### src/sv/pca_pkg.sv
`timescale 1ns / 1ps
package pca_pkg;
	localparam int W = 36;
	localparam int ACC_W = 68;
	localparam int KINV_BITS = 30;
	localparam logic [KINV_BITS-1:0] KINV = 30'd652032874;
	localparam logic signed [W-1:0] PI_Q30 = 36'sd3373259426;
	localparam logic signed [W-1:0] HALF_PI_Q30 = 36'sd1686629713;
	localparam logic signed [W-1:0] TWO_PI_Q30 = 36'sd6746518852;
	localparam logic [16:0] TWO_PI_Q14 = 17'd102944;
	localparam logic [16:0] PI_Q14 = 17'd51472;
	localparam logic [17:0] MOD_MAX = 18'd262143;

	typedef logic signed [W-1:0] word_t;

	function automatic word_t atan_q30(input logic [4:0] idx);
		word_t r;
		case (idx)
			5'd0: r = 36'sh03243F6A8;
			5'd1: r = 36'sh01DAC6705;
			5'd2: r = 36'sh00FADBAFC;
			5'd3: r = 36'sh007F56EA6;
			5'd4: r = 36'sh003FEAB76;
			5'd5: r = 36'sh001FFD55B;
			5'd6: r = 36'sh000FFFAAA;
			5'd7: r = 36'sh0007FFF55;
			5'd8: r = 36'sh0003FFFEA;
			5'd9: r = 36'sh0001FFFFD;
			5'd10: r = 36'sh0000FFFFF;
			5'd11: r = 36'sh00007FFFF;
			5'd12: r = 36'sh00003FFFF;
			5'd13: r = 36'sh00001FFFF;
			5'd14: r = 36'sh00000FFFF;
			5'd15: r = 36'sh000007FFF;
			5'd16: r = 36'sh000003FFF;
			5'd17: r = 36'sh000001FFF;
			5'd18: r = 36'sh000000FFF;
			5'd19: r = 36'sh0000007FF;
			5'd20: r = 36'sh0000003FF;
			5'd21: r = 36'sh0000001FF;
			5'd22: r = 36'sh0000000FF;
			5'd23: r = 36'sh00000007F;
			default: r = '0;
		endcase
		return r;
	endfunction
endpackage

### src/sv/pca_if.sv
`timescale 1ns / 1ps
interface pca_req_if;
	logic valid;
	logic ready;
	logic op;
	logic signed [15:0] addend_real;
	logic signed [15:0] addend_imag;
	logic [17:0] load_modulus;
	logic [16:0] load_angle;
	modport source (output valid, op, addend_real, addend_imag, load_modulus, load_angle,
		input ready);
	modport sink (input valid, op, addend_real, addend_imag, load_modulus, load_angle,
		output ready);
endinterface

interface pca_rsp_if;
	logic valid;
	logic ready;
	logic [17:0] modulus;
	logic [16:0] angle;
	logic saturated;
	modport source (output valid, modulus, angle, saturated, input ready);
	modport sink (input valid, modulus, angle, saturated, output ready);
endinterface

### src/sv/pca_gain.sv
`timescale 1ns / 1ps
module pca_gain import pca_pkg::*; (
	input logic clk,
	input logic arst_n,
	input logic start,
	input word_t v,
	output logic done,
	output word_t result
);
	// Shift-and-add multiply by the CORDIC gain correction, one constant bit per
	// cycle, most significant bit first.
	logic signed [ACC_W-1:0] acc_q;
	word_t v_q;
	logic [4:0] cnt_q;
	logic busy_q;
	logic done_q;
	logic signed [ACC_W-1:0] rounded;

	always_ff @(posedge clk or negedge arst_n) begin
		if (!arst_n) begin
			busy_q <= 1'b0;
			done_q <= 1'b0;
			cnt_q <= '0;
		end else if (start) begin
			busy_q <= 1'b1;
			done_q <= 1'b0;
			cnt_q <= 5'(KINV_BITS - 1);
		end else if (busy_q) begin
			if (cnt_q == '0) begin
				busy_q <= 1'b0;
				done_q <= 1'b1;
			end else begin
				cnt_q <= cnt_q - 5'd1;
			end
		end else begin
			done_q <= 1'b0;
		end
	end

	always_ff @(posedge clk) begin
		if (start) begin
			v_q <= v;
			acc_q <= '0;
		end else if (busy_q) begin
			acc_q <= (acc_q <<< 1)
				+ (KINV[cnt_q] ? ACC_W'(v_q) : {ACC_W{1'b0}});
		end
	end

	assign rounded = (acc_q + (ACC_W'(1) <<< 29)) >>> 30;
	assign result = rounded[W-1:0];
	assign done = done_q;
endmodule

### src/sv/polar_complex_accumulator.sv
`timescale 1ns / 1ps
// Holds one complex value in polar form (modulus Q10.8, angle Q3.14 radians).
// A load transfer stores a new value and answers through the finish state and
// the output register. An add transfer runs a rotation CORDIC on the held value,
// one iteration per cycle, multiplies both parts by the gain correction
// bit-serially, adds the addend, then runs a vectoring CORDIC and a second serial
// gain multiply; both CORDIC passes share one iteration unit. One item is in work
// at a time; a result waits in the output register while the next item is
// accepted. The angle after an add lies in 0..pi.
module polar_complex_accumulator import pca_pkg::*; #(
	parameter int CORDIC_STEPS = 16
) (
	input logic clk,
	input logic arst_n,
	pca_req_if.sink req,
	pca_rsp_if.source rsp
);
	localparam logic [2:0] ST_IDLE = 3'd0;
	localparam logic [2:0] ST_ROT = 3'd1;
	localparam logic [2:0] ST_GAIN1 = 3'd2;
	localparam logic [2:0] ST_VEC = 3'd3;
	localparam logic [2:0] ST_GAIN2 = 3'd4;
	localparam logic [2:0] ST_FIN = 3'd5;

	logic [2:0] state_q;
	logic [4:0] step_q;
	logic gstart_q;
	word_t x_q, y_q, z_q;
	logic neg_q;
	logic signed [15:0] add_re_q, add_im_q;
	logic [17:0] held_mod_q, res_mod_q;
	logic [16:0] held_ang_q, res_ang_q;
	logic res_sat_q;
	logic out_valid_q;
	logic [17:0] out_mod_q;
	logic [16:0] out_ang_q;
	logic out_sat_q;

	logic gx_done, gy_done;
	word_t gx_res, gy_res;
	word_t dx, dy, at, re, im, zs, zf, z0;
	word_t magw, angw;
	logic last_step, rot_dir, slot_free;
	logic [16:0] la;

	pca_gain u_gain_x (.clk, .arst_n, .start(gstart_q), .v(x_q), .done(gx_done),
		.result(gx_res));
	pca_gain u_gain_y (.clk, .arst_n, .start(gstart_q), .v(y_q), .done(gy_done),
		.result(gy_res));

	assign dx = y_q >>> step_q;
	assign dy = x_q >>> step_q;
	assign at = atan_q30(step_q);
	assign last_step = (step_q == 5'(CORDIC_STEPS - 1));
	assign rot_dir = (state_q == ST_ROT) ? (z_q >= 0) : (y_q > 0);
	assign re = gx_res + (W'(add_re_q) <<< 8);
	assign im = gy_res + (W'(add_im_q) <<< 8);
	assign slot_free = !out_valid_q || rsp.ready;
	assign la = (req.load_angle > TWO_PI_Q14) ? req.load_angle - TWO_PI_Q14
		: req.load_angle;

	always_comb begin
		z0 = W'({held_ang_q, 16'd0});
		if (z0 > PI_Q30) begin
			z0 = z0 - TWO_PI_Q30;
		end
	end

	always_comb begin
		magw = (gx_res + W'(128)) >>> 8;
		zs = neg_q ? PI_Q30 - z_q : z_q;
		zf = (zs < 0) ? '0 : zs;
		angw = (zf + W'(32768)) >>> 16;
	end

	assign req.ready = (state_q == ST_IDLE);

	always_ff @(posedge clk or negedge arst_n) begin
		if (!arst_n) begin
			state_q <= ST_IDLE;
			step_q <= '0;
			gstart_q <= 1'b0;
			out_valid_q <= 1'b0;
			held_mod_q <= '0;
			held_ang_q <= '0;
		end else begin
			gstart_q <= ((state_q == ST_ROT) || (state_q == ST_VEC)) && last_step;
			if ((state_q == ST_FIN) && slot_free) begin
				out_valid_q <= 1'b1;
			end else if (out_valid_q && rsp.ready) begin
				out_valid_q <= 1'b0;
			end
			case (state_q)
				ST_IDLE: begin
					if (req.valid) begin
						state_q <= req.op ? ST_ROT : ST_FIN;
						step_q <= '0;
					end
				end
				ST_ROT: begin
					step_q <= step_q + 5'd1;
					if (last_step) begin
						state_q <= ST_GAIN1;
					end
				end
				ST_GAIN1: begin
					if (gx_done) begin
						state_q <= ST_VEC;
						step_q <= '0;
					end
				end
				ST_VEC: begin
					step_q <= step_q + 5'd1;
					if (last_step) begin
						state_q <= ST_GAIN2;
					end
				end
				ST_GAIN2: begin
					if (gx_done) begin
						state_q <= ST_FIN;
					end
				end
				ST_FIN: begin
					if (slot_free) begin
						held_mod_q <= res_mod_q;
						held_ang_q <= res_ang_q;
						state_q <= ST_IDLE;
					end
				end
				default: state_q <= ST_IDLE;
			endcase
		end
	end

	always_ff @(posedge clk) begin
		case (state_q)
			ST_IDLE: begin
				add_re_q <= req.addend_real;
				add_im_q <= req.addend_imag;
				res_mod_q <= req.load_modulus;
				res_ang_q <= la;
				res_sat_q <= 1'b0;
				y_q <= '0;
				// Fold the held angle into -pi/2..pi/2, flipping the start vector.
				if (z0 > HALF_PI_Q30) begin
					z_q <= z0 - PI_Q30;
					x_q <= -W'({held_mod_q, 8'd0});
				end else if (z0 < -HALF_PI_Q30) begin
					z_q <= z0 + PI_Q30;
					x_q <= -W'({held_mod_q, 8'd0});
				end else begin
					z_q <= z0;
					x_q <= W'({held_mod_q, 8'd0});
				end
			end
			ST_ROT, ST_VEC: begin
				if (rot_dir) begin
					x_q <= (state_q == ST_ROT) ? x_q - dx : x_q + dx;
					y_q <= (state_q == ST_ROT) ? y_q + dy : y_q - dy;
					z_q <= (state_q == ST_ROT) ? z_q - at : z_q + at;
				end else begin
					x_q <= (state_q == ST_ROT) ? x_q + dx : x_q - dx;
					y_q <= (state_q == ST_ROT) ? y_q - dy : y_q + dy;
					z_q <= (state_q == ST_ROT) ? z_q + at : z_q - at;
				end
			end
			ST_GAIN1: begin
				if (gx_done && gy_done) begin
					neg_q <= (re < 0);
					x_q <= (re < 0) ? -re : re;
					y_q <= (im < 0) ? -im : im;
					z_q <= '0;
				end
			end
			ST_GAIN2: begin
				if (gx_done) begin
					if (magw < 0) begin
						res_mod_q <= '0;
						res_sat_q <= 1'b0;
					end else if (magw > W'(MOD_MAX)) begin
						res_mod_q <= MOD_MAX;
						res_sat_q <= 1'b1;
					end else begin
						res_mod_q <= magw[17:0];
						res_sat_q <= 1'b0;
					end
					if (magw <= 0) begin
						res_ang_q <= '0;
					end else if (angw > W'(PI_Q14)) begin
						res_ang_q <= PI_Q14;
					end else begin
						res_ang_q <= angw[16:0];
					end
				end
			end
			ST_FIN: begin
				if (slot_free) begin
					out_mod_q <= res_mod_q;
					out_ang_q <= res_ang_q;
					out_sat_q <= res_sat_q;
				end
			end
			default: begin
			end
		endcase
	end

	assign rsp.valid = out_valid_q;
	assign rsp.modulus = out_mod_q;
	assign rsp.angle = out_ang_q;
	assign rsp.saturated = out_sat_q;
endmodule
### src/flat_wrapper.sv
// flat-port wrapper written by rule: the top's interface ports become plain ports
module polar_complex_accumulator_flat import pca_pkg::*;
#(
	parameter int CORDIC_STEPS = 16
)
  (clk, arst_n, req_valid, req_op, req_addend_real, req_addend_imag, req_load_modulus, req_load_angle, req_ready, rsp_valid, rsp_modulus, rsp_angle, rsp_saturated, rsp_ready);
  pca_req_if req_i ();
  pca_rsp_if rsp_i ();
  input logic clk;
  input logic arst_n;
  input wire logic [$bits(req_i.valid)-1:0] req_valid;
  input wire logic [$bits(req_i.op)-1:0] req_op;
  input wire logic [$bits(req_i.addend_real)-1:0] req_addend_real;
  input wire logic [$bits(req_i.addend_imag)-1:0] req_addend_imag;
  input wire logic [$bits(req_i.load_modulus)-1:0] req_load_modulus;
  input wire logic [$bits(req_i.load_angle)-1:0] req_load_angle;
  output wire logic [$bits(req_i.ready)-1:0] req_ready;
  output wire logic [$bits(rsp_i.valid)-1:0] rsp_valid;
  output wire logic [$bits(rsp_i.modulus)-1:0] rsp_modulus;
  output wire logic [$bits(rsp_i.angle)-1:0] rsp_angle;
  output wire logic [$bits(rsp_i.saturated)-1:0] rsp_saturated;
  input wire logic [$bits(rsp_i.ready)-1:0] rsp_ready;
  assign req_i.valid = req_valid;
  assign req_i.op = req_op;
  assign req_i.addend_real = req_addend_real;
  assign req_i.addend_imag = req_addend_imag;
  assign req_i.load_modulus = req_load_modulus;
  assign req_i.load_angle = req_load_angle;
  assign req_ready = req_i.ready;
  assign rsp_valid = rsp_i.valid;
  assign rsp_modulus = rsp_i.modulus;
  assign rsp_angle = rsp_i.angle;
  assign rsp_saturated = rsp_i.saturated;
  assign rsp_i.ready = rsp_ready;
  polar_complex_accumulator #(.CORDIC_STEPS(CORDIC_STEPS)) u_core (.clk(clk), .arst_n(arst_n), .req(req_i), .rsp(rsp_i));
endmodule
### config.mk
export PLATFORM = sky130hd
export DESIGN_NAME = polar_complex_accumulator_flat
export DESIGN_NICKNAME = d
export VERILOG_FILES = /design/src/sv/pca_pkg.sv /design/src/sv/pca_if.sv /design/src/sv/pca_gain.sv /design/src/sv/polar_complex_accumulator.sv /design/src/flat_wrapper.sv
export SDC_FILE = /design/constraint.sdc
export NUM_CORES = 2
export LEC_CHECK = 0
export BUFFER_PORTS_ARGS = -buffer_cell sky130_fd_sc_hd__buf_2
export CAP_MARGIN = 25
export CORE_AREA = 2 2 337 255
export CTS_CLUSTER_DIAMETER = 40
export DETAILED_ROUTE_END_ITERATION = 6
export DIE_AREA = 0 0 339 257
export PLACE_DENSITY = 0.78
export RECOVER_POWER = 100
export SLEW_MARGIN = 30
export SYNTH_ARGS = -nofsm -noshare
export SYNTH_HDL_FRONTEND = slang
export SYNTH_SLANG_ARGS = --single-unit
### constraint.sdc
create_clock -name clk -period 7.32 [get_ports clk]
set_input_delay 0.366 -clock clk [delete_from_list [all_inputs] [get_ports clk]]
set_output_delay 0.366 -clock clk [all_outputs]
set_load 0.05 [all_outputs]
# ---- Word-level counts from Yosys, hierarchy flattened
# Memory sizes are Yosys's and may differ from the RTL's.
# Index checks and enable logic that the tools add are counted.
dict set report totals {
  latchBits 0
  ff_bits 476
  romBits 1024
  mem_count 3
  ramBits 0
  word_cells 187
  in_bits 72
}
dict set report op_classes {
  n_eq_ne 17
  muxes 73
  add_sub_neg 25
  div_mod_pow 0
  n_reduce_logical 24
  shifts 2
  n_lt_le_gt_ge 15
  multipliers 0
  bitwise 0
}
# name depth word_bits read_ports rd_ports_with_merged_regs write_ports line_no
set mem_list {}
lappend mem_list {{(no name shown)} 32 30 1 0 0 pca_pkg.sv:18} ;# case (idx)
lappend mem_list {{(no name shown)} 32 1 1 0 0 pca_gain.sv:46} ;# + (KINV[cnt_q] ? ACC_W'(v_q) : {ACC_W{1'b0}});
lappend mem_list {{(no name shown)} 32 1 1 0 0 pca_gain.sv:46}
# operator count
set ops {}
lappend ops {{36-bit 2-to-1 mux} 21}
lappend ops {{36-bit case mux with 3 select lines} 3}
lappend ops {{66-bit by 31-bit adder with 66-bit output, second input constant} 2}
lappend ops {{66-bit adder} 2}
lappend ops {{66-bit 2-to-1 mux} 2}
lappend ops {{36-bit adder} 3}
lappend ops {{36-bit by 1-bit less-than comparator with 1-bit output, second input constant} 3}
lappend ops {{36-bit subtractor} 3}
lappend ops {{36-bit by 24-bit adder with 36-bit output} 2}
lappend ops {{36-bit negation} 2}
lappend ops {{36-bit by 5-bit >>> shifter with 36-bit output} 2}
lappend ops {{17-bit 2-to-1 mux} 4}
lappend ops {{18-bit 2-to-1 mux} 3}
lappend ops {{5-bit 2-to-1 mux} 8}
lappend ops {{36-bit by 17-bit adder with 36-bit output, second input constant} 1}
lappend ops {{36-bit by 33-bit adder with 36-bit output, second input constant} 1}
lappend ops {{36-bit by 9-bit adder with 36-bit output, second input constant} 1}
lappend ops {{36-bit by 1-bit >= comparator with 1-bit output, second input constant} 1}
lappend ops {{36-bit by 1-bit > comparator with 1-bit output, second input constant} 1}
lappend ops {{36-bit by 16-bit > comparator with 1-bit output, second input constant} 1}
lappend ops {{36-bit by 18-bit > comparator with 1-bit output, second input constant} 1}
lappend ops {{36-bit by 32-bit > comparator with 1-bit output, second input constant} 1}
lappend ops {{36-bit by 32-bit less-than comparator with 1-bit output, second input constant} 1}
lappend ops {{26-bit negation with 36-bit output} 1}
lappend ops {{36 further kinds} 86}

# ---- Longest topological paths before layout
dict set report depth {
  ltp_word 10
  ltp_mapped 26
}

# ---- By module
# From an unflattened synthesis, not the netlist that was laid out.
dict set report hier_totals {
  hier_cells 6253
  area_unflattened_um2 49949.2
}
# module seq_area_each_um2 cells_each area_each_um2 instances
set by_module_without_submodules {}
lappend by_module_without_submodules {polar_complex_accumulator 7522.2 4243 33234.4 1}
lappend by_module_without_submodules {{pca_gain (u_core.u_gain_y)} 2577.5 1005 8395.6 1}
lappend by_module_without_submodules {{pca_gain (u_core.u_gain_x)} 2577.5 1005 8319.2 1}

# ---- Worst setup path before layout
# No wires, ideal clock.
dict set report synth_timing {
  path_type {flip-flop to flip-flop}
  startpoint {register u_core.state_q[0]}
  endpoint {register u_core.x_q[0], enable pin}
  setup_ns 0.639
  slack_ns 0.082
  path_stages_with_launch 4
  t_arrival_ns 6.599
  path_cell_list {dfrtp_1 > clkbuf_1 > inv_1 > a31oi_1}
}
dict set report synth_between {
  elab_chain_cells 4
  elab_cells_between_ends 8
  cone_classes {4 x eq/ne; 4 x reduce/logical}
}
# element line_no
set synth_lines {}
lappend synth_lines {{from (decl)} polar_complex_accumulator.sv:25} ;# logic [2:0] state_q;
lappend synth_lines {{from (signal assigned)} polar_complex_accumulator.sv:96} ;# state_q <= req.op ? ST_ROT : ST_FIN;
lappend synth_lines {{3-bit by 2-bit == test with 1-bit output / 3-bit by 1-bit == test with 1-bit output (equally long branches)} polar_complex_accumulator.sv:136} ;# case (state_q)
lappend synth_lines {{2-bit OR reduction (no source line)} -}
lappend synth_lines {{3-bit nonzero test (no source line)} -}
lappend synth_lines {{2-bit AND reduction (no source line) *} -}
lappend synth_lines {{to (signal assigned)} polar_complex_accumulator.sv:147} ;# x_q <= -W'({held_mod_q, 8'd0});
lappend synth_lines {{to (signal assigned)} polar_complex_accumulator.sv:150} ;# x_q <= -W'({held_mod_q, 8'd0});
lappend synth_lines {{to (signal assigned)} polar_complex_accumulator.sv:153} ;# x_q <= W'({held_mod_q, 8'd0});
lappend synth_lines {{to (decl)} polar_complex_accumulator.sv:28} ;# word_t x_q, y_q, z_q;
# Every way passes the cells marked *; elsewhere a longest branch is shown, timed or not.
# A chain may end at the register's enable or synchronous reset.

# ---- Worst setup path after layout
dict set report layout_timing {
  startpoint {register u_core.step_q[0]}
  endpoint {register u_core.z_q[30] (data pin)}
}
dict set report layout_between {
  elab_chain_cells 5
  elab_cells_between_ends 7
  cone_classes {2 x add/sub; 4 x mux; 1 x memory}
}
# element line_no
set layout_lines {}
lappend layout_lines {{from (decl)} polar_complex_accumulator.sv:26} ;# logic [4:0] step_q;
lappend layout_lines {{from (signal assigned)} polar_complex_accumulator.sv:101} ;# step_q <= step_q + 5'd1;
lappend layout_lines {{from (signal assigned)} polar_complex_accumulator.sv:113} ;# step_q <= step_q + 5'd1;
lappend layout_lines {{memory read 32 x 30 bit *} -}
lappend layout_lines {{36-bit subtractor / 36-bit adder (equally long branches)} {polar_complex_accumulator.sv:160, polar_complex_accumulator.sv:164}}
lappend layout_lines {{36-bit 2-to-1 mux (on tied branches)} {polar_complex_accumulator.sv:164, polar_complex_accumulator.sv:160}}
lappend layout_lines {{36-bit 2-to-1 mux *} polar_complex_accumulator.sv:157} ;# if (rot_dir) begin
lappend layout_lines {{36-bit case mux with 3 select lines *} polar_complex_accumulator.sv:136}
lappend layout_lines {{to (signal assigned)} polar_complex_accumulator.sv:146} ;# z_q <= z0 - PI_Q30;
lappend layout_lines {{to (signal assigned)} polar_complex_accumulator.sv:160} ;# z_q <= (state_q == ST_ROT) ? z_q - at : z_q + at;
lappend layout_lines {{to (signal assigned)} polar_complex_accumulator.sv:164} ;# z_q <= (state_q == ST_ROT) ? z_q + at : z_q - at;
lappend layout_lines {{to (decl)} polar_complex_accumulator.sv:28}
# Marks and branches as above.

==> results.yml <==
grt:
  grt_pass1_vias: 42750
  antenna_found_initial: 1
  grt_first_pass_wirelength_um: 243100
  grt_start_max_net_pins: 92
  grtUsageTotal_pct: 34.56
  grt_overflow_total: 0
clocking:
  clock_latency_ns: 0.68
  cts_root_buf: "clkbuf_16"
  clk_pin_slew_ns: 0.06
  cts_sinks: 476
  cts-resized-gates: 0
  clockBufferDepth: 3
  cts_tree: "yes"
  h-tree-depth: 3
  cts_buffers: 83
timing:
  slew_viol_final: 638
  fin_skew_ns: 0.04081
  fmax_mhz: 145.9
  relSlewSlack_pct: -261.4
  report.final.hold_viol_count: 0
  setup_slack_ns: 0.4678
  fin_tns_setup_ns: 0
  rsz0062_at_grt: "false"
  finalCriticalPeriod_ns: 6.852
  setup_viol: 0
  tightest_slew_ns: 5.421
  post-route-period-util_pct: 93.61
setup_path:
  ff2ff_path_depth: 23
  start_kind: "flip-flop"
  worstPathRequired_ns: 7.60
  critPathArrivalTime_ns: 7.13
  cp_max_fo: 45
  endpoint_kind: "flip-flop"
  crit_type: "reg2reg"
worst_hold_path:
  hold_depth: 3
  hp-class: "in2reg"
job:
  maxCapViolCount: 11
synth:
  synth_flop_cell: "edfxtp_1"
  synth_nets: 6528
  ys_top_cells_by_area: "edfxtp_1 (17%), ha_1 (11%), xnor2_1 (6.4%), dfxtp_1 (5.4%), a21oi_1 (4.7%)"
  avgSynthCellArea_um2: 8.151
  synth_cell_types: 107
  synth_warnings: 0
  synth_top_area_cell: "edfxtp_1"
  synth-edff-count: 285
  synth_top_cell_area_share_pct: 17.42
  synth_cells: 6028
  ys_seq_elements: 476
  synthArstFlopShare_pct: 12.39
  synth_common_cells: "nor2_1 (576), nand2_1 (546), a21oi_1 (464), ha_1 (418), xnor2_1 (359)"
  ys_seq_area_share_pct: 25.80
  syn_area_um2: 49130
  synth_most_common_cell: "nor2_1"
floorplan:
  fp.dieW_um: 339
  start_util_pct: 58.71
  die_y_um: 257
  die-area_um2: 87120
  coreArea_um2: 83690
  io_pins: 110
  row_count: 92
placed_design:
  dp.cells: 7014
  dpl.hpwl_um: 117500
  portBuffers: 109
  gp_congestion: 1.011
  dp_slack_ns: 0.8337
route:
  wl_per_cell_um: 21.63
  first_pass_iters: 7
  routed_wl_um: 156100
  route.detailed.drc: 0
  drt_iter0_drc: 5702
  vias_per_cell: 6.537
  ant_nets: 0
  via_count: 47170
outcome:
  status: "finished with violations"
  violations: "capacitance limit, slew limit"
final_layout:
  drive_gt1_share_pct: 7.180
  nets: 6515
  multi_input_area_um2: 34110
  fin_cells: 7216
  area_growth_pct: 9.129
  fillers: 7205
  ff_latch_area_um2: 12700
  fin_util_pct: 64.07
[layout by cell type (no fill, tap or decap), drive strengths merged, types with 31 or more instances in the layout]
master       instances
nor2               576
nand2              546
a21oi              465
ha                 418
xnor2              359
o21ai              352
inv                341
edfxtp             285
mux2i              182
clkbuf             162
a21o               159
xor2               158
dfxtp              132
nor2b              128
nor3               120
nand3              118
buf                106
o22ai               86
nand2b              83
a211oi              81
o21a                78
a31oi               72
o31ai               68
o21bai              66
dfrtp               59
nand4               58
nor4                57
and3                55
o211ai              46
mux4                44
dlygate4sd3         43
mux2                43
or3                 40
and2                39
or2                 31
[final timing paths]
check                                               endpoint                           start  slack (ns)
setup / recovery                    u_core.z_q[30]$_DFFE_PP_    u_core.step_q[0]$_DFFE_PN0P_        0.47
hold / removal                 u_core.res_ang_q[4]$_DFFE_PP_               req_load_angle[4]        0.02
setup reg to reg                    u_core.z_q[30]$_DFFE_PP_    u_core.step_q[0]$_DFFE_PN0P_        0.47
hold reg to reg               u_core.rsp.angle[12]$_DFFE_PP_  u_core.res_ang_q[12]$_DFFE_PP_        0.43
max in group asynchronous   u_core.u_gain_y.busy_q$_DFF_PN0_                          arst_n        3.16
min in group asynchronous  u_core.held_ang_q[16]$_DFFE_PN0P_                          arst_n        1.58
[registers in the layout, indices dropped and copies added (netlist names), 16 cells and up]
signal	count
u_core.held_ang_q	17
u_core.rsp.modulus	18
u_core.x_q	36
u_core.u_gain_x.v_q	36
u_core.u_gain_x.acc_q	66
u_core.z_q	36
u_core.held_mod_q	18
u_core.add_im_q	16
u_core.y_q	36
u_core.add_re_q	16
u_core.u_gain_y.v_q	36
u_core.res_mod_q	18
u_core.res_ang_q	17
u_core.rsp.angle	17
u_core.u_gain_y.acc_q	66
[kinds of logic after synthesis]
logic type | after synthesis | synth area share, %
buffers and inverters | 628 | 4.861
adders and majority gates | 428 | 11.05
and+or+nand+nor | 1941 | 18.98
muxes | 269 | 6.710
AOI/OAI and AO/OA | 1769 | 23.37
xor gates and xnor gates | 517 | 9.231
DFF | 476 | 25.80
[repair_timing]
action,CTS,global route
buffers inserted,0,0
hold buffers,43,0
endpoints found under the hold margin,101,0
[cell type report]
type                            count  area share, %
Antenna cell                        2       0.009334
Multi-Input combinational cell   4924          63.61
Clock inverter                     59          1.188
Sequential cell                   476          23.68
Inverter                          316          2.212
Timing Repair Buffer              214          2.523
Tap cell                         1128          2.632
Clock buffer                       97          4.144
[per-layer routing]
metal / routed length (um) / global-route usage, %
met2: 62560 / 48.06
met5: 63 / 0.5482
met4: 3534 / 8.123
met3: 19300 / 9.648
met1: 70640 / 52.19
[metrics by stage]
step	cell area (um^2)	hold WS (ns)
final	53620	0.02408
after detailed placement	50550	0.4227
after floorplan	49130	0.07041
after CTS	53840	0.01233
after global routing	53610	0.05164
after global placement	50500	0.4066
[worst max-delay path: stages, from the launching register on]
cell	delay [ns]
dfrtp_4	0.82
clkbuf_1	0.83
inv_1	0.25
ha_1	0.40
inv_1	0.18
nor2_1	0.12
a31oi_1	0.27
o21a_1	0.20
ha_1	0.26
o21bai_1	0.18
a21oi_1	0.14
o21ai_0	0.19
a21oi_1	0.13
o31a_1	0.29
o41ai_1	0.33
clkbuf_1	0.25
o2111ai_1	0.24
a311oi_1	0.29
clkbuf_1	0.22
a41oi_1	0.20
nor3b_1	0.21
a21oi_1	0.20
xor2_1	0.17
o22ai_1	0.10
Power is left out: the tool's default activity adds up to more than one toggle a clock period on the data nets, which glitch-free logic cannot reach.
